### src/sv/hbp_pkg.sv
`default_nettype none
// ----------------------------------------------------------------------------
// hbp_pkg
// Shared types and constants of the Huffman code bit packer: field widths,
// command codes, code table entry layout and internal packing widths.
// ----------------------------------------------------------------------------
package hbp_pkg;

   localparam int MAX_CODE_LEN = 10;
   localparam int NUM_SYMBOLS  = 256;

   localparam int CMD_W  = 2;
   localparam int SYM_W  = 8;
   localparam int VAL_W  = 10;
   localparam int LEN_W  = 4;
   localparam int BYTE_W = 8;
   localparam int PEND_W = 7;

   localparam int LEN_LIMIT = (MAX_CODE_LEN > 15) ? 15 : MAX_CODE_LEN;
   localparam int IDX_W     = (NUM_SYMBOLS > 1) ? $clog2(NUM_SYMBOLS) : 1;
   localparam int ACC_W     = PEND_W + LEN_LIMIT;
   localparam int WORK_W    = (ACC_W > VAL_W) ? ACC_W : VAL_W;
   localparam int CNT_W     = $clog2(PEND_W + LEN_LIMIT + 1);
   localparam int PCNT_W    = 3;

   localparam int FIFO_DEPTH = 4;
   localparam int FIFO_PTR_W = 2;
   localparam int FIFO_CNT_W = 3;

   typedef enum logic [CMD_W-1:0] {
      CMD_LOAD   = 2'd0,
      CMD_ENCODE = 2'd1,
      CMD_FLUSH  = 2'd2
   } cmd_type;

   typedef struct packed {
      logic [LEN_W-1:0] len;
      logic [VAL_W-1:0] value;
   } entry_type;

   typedef struct packed {
      logic             en;
      logic [IDX_W-1:0] idx;
      entry_type        entry;
   } tbl_wr_type;

   typedef struct packed {
      logic             en;
      logic [IDX_W-1:0] idx;
   } tbl_rd_type;

endpackage
`default_nettype wire

### src/sv/huffman_code_bit_packer_top.sv
`default_nettype none
// ----------------------------------------------------------------------------
// huffman_code_bit_packer_top
// Table-driven Huffman encoder that packs codes most significant bit first
// into a byte stream.
// ----------------------------------------------------------------------------
// An item is accepted in every cycle while the result queue has room for
// two bytes. The code table read is registered on the table memory's read
// port, and result bytes pass through the result queue before they appear
// on the result channel. An encode item gives up to two bytes and the
// result channel moves one byte per cycle while rsp_tready is high, so items
// giving at most one byte are taken one item per cycle; when every item
// gives two bytes, the result channel limits the item rate. The table is
// cleared by per-entry valid bits at reset, with no clearing pass.
module huffman_code_bit_packer_top (
   input  wire         clock,
   input  wire         reset,
   input  wire         req_tvalid,
   output logic        req_tready,
   input  wire  [23:0] req_tdata,  // symbol[7:0], code_value[17:8], code_length[21:18]
   input  wire  [1:0]  req_tuser,  // command[1:0]
   output logic        rsp_tvalid,
   input  wire         rsp_tready,
   output logic [7:0]  rsp_tdata,  // out_byte[7:0]
   output logic        rsp_tlast
);

   typedef struct packed {
      logic [hbp_pkg::BYTE_W-1:0] data;
      logic                       last;
   } out_type;

   logic                           accept;
   hbp_pkg::cmd_type               req_cmd;
   logic [hbp_pkg::SYM_W-1:0]      req_sym;
   logic [hbp_pkg::VAL_W-1:0]      req_val;
   logic [hbp_pkg::LEN_W-1:0]      req_len;
   logic                           req_in_range;
   hbp_pkg::tbl_wr_type            tbl_wr;
   hbp_pkg::tbl_rd_type            tbl_rd;
   hbp_pkg::entry_type             tbl_entry;

   logic                           s1_valid_ff;
   hbp_pkg::cmd_type               s1_cmd_ff;
   logic                           s1_fire;

   logic [hbp_pkg::PEND_W-1:0]     pend_bits_ff, pend_bits_in;
   logic [hbp_pkg::PCNT_W-1:0]     pend_cnt_ff, pend_cnt_in;

   logic [hbp_pkg::LEN_W-1:0]      clen;
   logic [hbp_pkg::WORK_W-1:0]     cval;
   logic [hbp_pkg::WORK_W-1:0]     acc;
   logic [hbp_pkg::CNT_W-1:0]      cnt;
   logic [hbp_pkg::CNT_W-1:0]      rem;
   logic [1:0]                     nbytes;
   logic [hbp_pkg::BYTE_W-1:0]     byte_hi, byte_lo, flush_byte;

   logic [1:0]                     push_n;
   out_type                        push0, push1;
   logic                           pop;

   out_type                        fifo_ff [hbp_pkg::FIFO_DEPTH];
   logic [hbp_pkg::FIFO_PTR_W-1:0] wr_ptr_ff, rd_ptr_ff;
   logic [hbp_pkg::FIFO_CNT_W-1:0] fifo_cnt_ff, fifo_cnt_in;

   assign accept  = req_tvalid && req_tready;
   assign req_cmd = hbp_pkg::cmd_type'(req_tuser);
   assign req_sym = req_tdata[7:0];
   assign req_val = req_tdata[17:8];
   assign req_len = req_tdata[21:18];
   assign req_in_range = ({1'b0, req_sym} < (hbp_pkg::SYM_W+1)'(hbp_pkg::NUM_SYMBOLS));

   always_comb begin
      tbl_wr.en          = accept && (req_cmd == hbp_pkg::CMD_LOAD) && req_in_range;
      tbl_wr.idx         = req_sym[hbp_pkg::IDX_W-1:0];
      tbl_wr.entry.value = req_val;
      tbl_wr.entry.len   = (req_len > hbp_pkg::LEN_W'(hbp_pkg::LEN_LIMIT))
                           ? hbp_pkg::LEN_W'(hbp_pkg::LEN_LIMIT) : req_len;
      tbl_rd.en          = accept && (req_cmd == hbp_pkg::CMD_ENCODE) && req_in_range;
      tbl_rd.idx         = req_sym[hbp_pkg::IDX_W-1:0];
   end

   hbp_code_table u_table (
      .clock    (clock),
      .reset    (reset),
      .wr       (tbl_wr),
      .rd       (tbl_rd),
      .rd_entry (tbl_entry)
   );

   logic s1_hit_ff;

   assign s1_fire    = s1_valid_ff
                       && (fifo_cnt_ff <= hbp_pkg::FIFO_CNT_W'(hbp_pkg::FIFO_DEPTH - 2));
   assign req_tready = !s1_valid_ff || s1_fire;

   always_ff @(posedge clock) begin
      if (reset) begin
         s1_valid_ff <= 1'b0;
      end else if (req_tready) begin
         s1_valid_ff <= req_tvalid;
      end
      if (accept) begin
         s1_cmd_ff <= req_cmd;
         s1_hit_ff <= req_in_range;
      end
   end

   always_comb begin
      clen    = s1_hit_ff ? tbl_entry.len : '0;
      cval    = hbp_pkg::WORK_W'(tbl_entry.value)
                & ((hbp_pkg::WORK_W'(1) << clen) - hbp_pkg::WORK_W'(1));
      acc     = (hbp_pkg::WORK_W'(pend_bits_ff) << clen) | cval;
      cnt     = hbp_pkg::CNT_W'(pend_cnt_ff) + hbp_pkg::CNT_W'(clen);
      byte_hi = hbp_pkg::BYTE_W'(acc >> (cnt - hbp_pkg::CNT_W'(8)));
      byte_lo = hbp_pkg::BYTE_W'(acc >> (cnt - hbp_pkg::CNT_W'(16)));
      if (32'(cnt) >= 32'd16) begin
         nbytes = 2'd2;
         rem    = cnt - hbp_pkg::CNT_W'(16);
      end else if (32'(cnt) >= 32'd8) begin
         nbytes = 2'd1;
         rem    = cnt - hbp_pkg::CNT_W'(8);
      end else begin
         nbytes = 2'd0;
         rem    = cnt;
      end
      flush_byte = hbp_pkg::BYTE_W'(hbp_pkg::BYTE_W'(pend_bits_ff)
                   << (4'd8 - 4'(pend_cnt_ff)));

      push_n       = 2'd0;
      push0        = '0;
      push1        = '0;
      pend_bits_in = pend_bits_ff;
      pend_cnt_in  = pend_cnt_ff;
      case (s1_cmd_ff)
         hbp_pkg::CMD_ENCODE: begin
            push_n       = nbytes;
            push0.data   = byte_hi;
            push0.last   = (nbytes == 2'd1);
            push1.data   = byte_lo;
            push1.last   = 1'b1;
            pend_bits_in = hbp_pkg::PEND_W'(acc
                           & ((hbp_pkg::WORK_W'(1) << rem) - hbp_pkg::WORK_W'(1)));
            pend_cnt_in  = hbp_pkg::PCNT_W'(rem);
         end
         hbp_pkg::CMD_FLUSH: begin
            push_n       = (pend_cnt_ff != '0) ? 2'd1 : 2'd0;
            push0.data   = flush_byte;
            push0.last   = 1'b1;
            pend_bits_in = '0;
            pend_cnt_in  = '0;
         end
         default: begin
            push_n = 2'd0;
         end
      endcase
      if (!s1_fire) begin
         push_n       = 2'd0;
         pend_bits_in = pend_bits_ff;
         pend_cnt_in  = pend_cnt_ff;
      end
   end

   always_ff @(posedge clock) begin
      if (reset) begin
         pend_bits_ff <= '0;
         pend_cnt_ff  <= '0;
      end else begin
         pend_bits_ff <= pend_bits_in;
         pend_cnt_ff  <= pend_cnt_in;
      end
   end

   assign pop         = rsp_tvalid && rsp_tready;
   assign fifo_cnt_in = fifo_cnt_ff + hbp_pkg::FIFO_CNT_W'(push_n)
                        - hbp_pkg::FIFO_CNT_W'(pop);

   always_ff @(posedge clock) begin
      if (push_n != 2'd0) begin
         fifo_ff[wr_ptr_ff] <= push0;
      end
      if (push_n == 2'd2) begin
         fifo_ff[wr_ptr_ff + hbp_pkg::FIFO_PTR_W'(1)] <= push1;
      end
   end

   always_ff @(posedge clock) begin
      if (reset) begin
         wr_ptr_ff   <= '0;
         rd_ptr_ff   <= '0;
         fifo_cnt_ff <= '0;
      end else begin
         wr_ptr_ff   <= wr_ptr_ff + hbp_pkg::FIFO_PTR_W'(push_n);
         rd_ptr_ff   <= rd_ptr_ff + hbp_pkg::FIFO_PTR_W'(pop);
         fifo_cnt_ff <= fifo_cnt_in;
      end
   end

   assign rsp_tvalid = (fifo_cnt_ff != '0);
   assign rsp_tdata  = fifo_ff[rd_ptr_ff].data;
   assign rsp_tlast  = fifo_ff[rd_ptr_ff].last;

`ifndef SYNTHESIS
   a_fifo_bound: assert property (@(posedge clock) disable iff (reset)
      fifo_cnt_ff <= hbp_pkg::FIFO_CNT_W'(hbp_pkg::FIFO_DEPTH))
      else $error("result queue holds more items than its depth");

   a_fire_room: assert property (@(posedge clock) disable iff (reset)
      s1_fire |=> fifo_cnt_ff <= hbp_pkg::FIFO_CNT_W'(hbp_pkg::FIFO_DEPTH))
      else $error("result queue overflowed after a push");

   a_pend_clean: assert property (@(posedge clock) disable iff (reset)
      (pend_bits_ff >> pend_cnt_ff) == '0)
      else $error("pending bits hold ones above the pending count");

   a_reset_idle: assert property (@(posedge clock)
      !reset && $past(reset) |-> !rsp_tvalid && !s1_valid_ff)
      else $error("block not idle after reset");
`endif

endmodule
`default_nettype wire

### src/sv/hbp_code_table.sv
`default_nettype none
// ----------------------------------------------------------------------------
// hbp_code_table
// Code table memory with one write and one registered read port. A valid
// bit per entry makes every entry read as zero length until it is loaded.
// ----------------------------------------------------------------------------
module hbp_code_table (
   input  wire                  clock,
   input  wire                  reset,
   input  hbp_pkg::tbl_wr_type  wr,
   input  hbp_pkg::tbl_rd_type  rd,
   output hbp_pkg::entry_type   rd_entry
);

   hbp_pkg::entry_type             mem [hbp_pkg::NUM_SYMBOLS];
   logic [hbp_pkg::NUM_SYMBOLS-1:0] loaded_ff;
   hbp_pkg::entry_type             rd_data_ff;
   logic                           rd_hit_ff;

   always_ff @(posedge clock) begin
      if (wr.en) begin
         mem[wr.idx] <= wr.entry;
      end
      if (rd.en) begin
         rd_data_ff <= mem[rd.idx];
      end
   end

   always_ff @(posedge clock) begin
      if (reset) begin
         loaded_ff <= '0;
         rd_hit_ff <= 1'b0;
      end else begin
         if (wr.en) begin
            loaded_ff[wr.idx] <= 1'b1;
         end
         if (rd.en) begin
            rd_hit_ff <= loaded_ff[rd.idx];
         end
      end
   end

   assign rd_entry = rd_hit_ff ? rd_data_ff : '0;

endmodule
`default_nettype wire

### config.mk
export PLATFORM = sky130hd
export DESIGN_NAME = huffman_code_bit_packer_top
export DESIGN_NICKNAME = d
export VERILOG_FILES = /design/src/sv/hbp_pkg.sv /design/src/sv/huffman_code_bit_packer_top.sv /design/src/sv/hbp_code_table.sv
export SDC_FILE = /design/constraint.sdc
export NUM_CORES = 2
export LEC_CHECK = 0
export BUFFER_PORTS_ARGS = -buffer_cell sky130_fd_sc_hd__buf_2
export CAP_MARGIN = 40
export CELL_PAD_IN_SITES_DETAIL_PLACEMENT = 2
export CELL_PAD_IN_SITES_GLOBAL_PLACEMENT = 2
export CORE_MARGIN = 4
export CORE_UTILIZATION = 35
export CTS_BUF_LIST = sky130_fd_sc_hd__clkbuf_4
export DETAILED_ROUTE_END_ITERATION = 10
export PLACE_DENSITY = 0.58
export SLEW_MARGIN = 20
export SYNTH_ARGS = -nofsm -noshare
export SYNTH_HDL_FRONTEND = slang
export SYNTH_SLANG_ARGS = --single-unit
### constraint.sdc
create_clock -name clock -period 20.7 [get_ports clock]
set_input_delay 4.14 -clock clock [delete_from_list [all_inputs] [get_ports clock]]
set_output_delay 4.14 -clock clock [all_outputs]
set_load 0.02 [all_outputs]
==> run metrics <==
number of post-CTS setup repair buffers=0; fraction of synthesized area in multiplexers=a little under a fifth; Cell Area, Synth=about 150,000 um^2; number of pins exceeding their max-slew limit in the final report=0; final cell area excluding filler cells=around 180,000 um^2; largest cells by area after synthesis=edfxtp_1 (72%), mux4_2 (18%), dfxtp_1 (3.6%); Yosys warning total=0; worst skew pair latency=1.68 ns; clock sink count=between 3,000 and 4,000; total of buffers placed on input and output ports=38; Fmax=roughly 120 MHz; setup TNS=0 ns; via total after detailed routing=about 80,000; number of synthesized flops with an enable pin=approximately 3,600; number of placed I/O pins=41; Layout Nets=about 8,300; detailed-placement wirelength estimate=273 mm; width of the chip=between 600 and 700 um; residual overflow from global routing=0; post-route antenna net violation count=0; number of rows in the core area=around 240; final core utilization=40.6%; arrival time of the worst setup path=between 9 and 10 ns; async set-or-reset flop fraction in the synthesized netlist=0%; post-synthesis to final-layout area growth=15.6%; maximum clock path buffer count=5; relative slew slack=about 18%; cell area after placement=between 150,000 and 200,000 um^2; area share of and/or/nand/nor cells after synthesis=around 2.3%; share of the synthesized area in the top cell type=a little over 70%; Root Buffer Master=clkbuf_4; number of antenna violations at the first check in global routing=31; Post-Synthesis Net Count=roughly 7,100; FF-to-FF path depth=16; Final period util=41.5%; worst clock skew on the final layout=about 0.14 ns; global-route usage over all layers=21.1%; number of max-capacitance violations reported=0; clock-pin transition on the worst setup and hold timing paths=about 0.06 ns; via-per-instance ratio=between 5 and 6; total leakage power=approximately 56 nW; Setup WS pre-CTS=about 10 ns; nature of the critical path startpoint=input pin; most frequently used cell type in the post-synthesis netlist=edfxtp_1; share of cells above drive strength 1=between 30% and 40%; mean cell area of the mapped netlist=~21 um^2; dominant combinational cell family by area after synthesis=multiplexers; sequential fraction of the synthesis area=about three quarters; number of H-tree branching levels=7; transition time of the tightest slew-check pin=roughly 1.2 ns; count of different cell masters after synthesis=80; post-synthesis adder-cell area fraction=less than 1%; final weighted congestion of routability-driven global placement=slightly below 0.8; number of optimization iterations in the first detailed-route pass=6; average routed wire per standard cell=roughly 32 um; via count of the first global-routing pass=just under 90,000; synth cell count leaders=edfxtp_1 (3,636), mux4_2 (1,238), nor2_1 (610), a21oi_1 (313), dfxtp_1 (275); detailed-route wire length=roughly 470 mm; Most used DFF post-synth=edfxtp_1; Synth Area in XOR/XNOR=0.0796%; final count of hold timing violations=0; class of the tightest hold or removal check=reg -> reg; RSZ-0062 raised after global routing=no; worst hold path cell count=2; share of the synthesized area in compound gates (AO/OA/AOI/OAI)=2.08%; floorplan die area=between 400,000 and 500,000 um^2; startpoint-to-endpoint class of the critical path=in -> reg; number of buffers created by CTS=roughly 1,100; result of the run=finished clean; FF+latch count, synth=roughly 3,900; number of design-rule violations left by the first detailed-router iteration=8,346; Final Worst Setup Slack=~12 ns; cts-stage hold buffer count=0; maximum number of pins on one net before global-route repair=a little under 200; clock tree from TritonCTS=built; time the final worst path needs with I/O delays and setup=8.60 ns; cell type with the highest aggregate area in the netlist=edfxtp_1; Starting Density=between 30% and 40%; largest voltage drop on the vdd net=approximately 0.000056 V; residual DRC count=0; filler cell count in the final layout=40,853; biggest fanout along the worst timing path=107; Req. time, crit path=around 22 ns; setup-violating endpoint count in the final report=0; post-cts sizing count=0; type of destination of the critical path=flip-flop; synthesized netlist cell count=slightly above 7,000; wire length of the first global-routing pass=671 mm; Floorplan Core Area=434,000 um^2; Power per Cell Area=94.2 nW/um^2; vertical die dimension=between 600 and 700 um
## critical path: stages
cell	delay, ns
buf_8	0.49
buf_4	0.52
buf_12	0.28
buf_4	0.62
buf_4	0.68
buf_12	0.52
mux4_2	0.45
mux4_2	0.56
mux4_2	0.64
o211ai_1	0.33
o211ai_1	0.26
## stage by stage
stage	power, mW	hold WS, ns	instances
4_1_cts	16.9	0.470	14731
6_report	16.6	0.465	14764
3_5_place_dp	9.73	0.456	12881
2_1_floorplan	9.31	0.431	7100
5_1_grt	17.4	0.496	14759
3_3_place_gp	9.69	0.441	12809
## power breakdown
group	switching [mW]	internal, mW	total (mW)	leakage [nW]
clock	3.28	3.76	7.04	8.11
combinational	0.570	0.324	0.894	13.3
sequential	0.0119	8.64	8.65	35.0
total	3.86	12.7	16.6	56.4
## path summary, 6_finish.rpt
kind | to | start | slack, ns
worst max-delay path | u_table.rd_data_ff[5] | req_tdata[1] | 12.10
worst max register to register | fifo_ff[2][7] | u_table.rd_hit_ff | 16.17
worst min register to register | u_table.loaded_ff[40] | u_table.loaded_ff[40] | 0.46
worst min-delay path | u_table.loaded_ff[40] | u_table.loaded_ff[40] | 0.46
## kinds of logic (layout without fill, tap and decap cells)
kind of cell,after synthesis,after routing
simple gates,863,863
compound gates,520,520
flops,3911,3911
buf+inv,470,2385
xor+xnor,13,13
fa+ha+maj,15,15
other cells,0,15
mux,1308,1308
## final cells by class
cell class / count / area [um^2] / share of cell area, %
Clock inverter: 210 / 1180 / 0.671
Timing Repair Buffer: 506 / 4740 / 2.69
Inverter: 29 / 111 / 0.0632
Tap cell: 5734 / 7170 / 4.07
Multi-Input combinational cell: 2719 / 35900 / 20.4
Sequential cell: 3911 / 115000 / 65.1
Antenna cell: 15 / 37.5 / 0.0213
Clock buffer: 1640 / 12300 / 6.99
## flip-flops by register name, indices dropped and copies added, names as in the netlist
name                count
fifo_cnt_ff             3
s1_cmd_ff               2
u_table.rd_hit_ff       1
rd_ptr_ff               2
u_table.mem          3584
pend_bits_ff            7
u_table.loaded_ff     256
pend_cnt_ff             3
fifo_ff                36
u_table.rd_data_ff     14
wr_ptr_ff               2
s1_valid_ff             1
## placed cells by master, fill, tap and decap left out, types with 14 or more instances in the layout
cell	instances
nand3_1	24
dfxtp_1	275
diode_2	15
buf_4	399
clkbuf_4	1640
mux4_2	1238
nor2_2	36
a22oi_1	37
mux2i_1	63
a21oi_1	313
nand2_1	110
ha_1	14
o21ai_0	24
nor2_1	567
buf_12	27
inv_2	15
clkinv_1	166
inv_1	23
nand2b_1	15
buf_2	22
edfxtp_1	3636
buf_16	22
buf_8	15
nor3_1	20
a211oi_1	20
## routing by layer
metal / vias to the layer above / global-route usage, % / share of wire [%]
met5: - / 0 / 0.0058
met4: 4 / 7.58 / 2.7
met3: 746 / 4.36 / 5.8
met2: 3034 / 34.4 / 50
met1: 44014 / 28.2 / 42
li1: 32703 / - / -
Power figures use the tool's default switching activity.
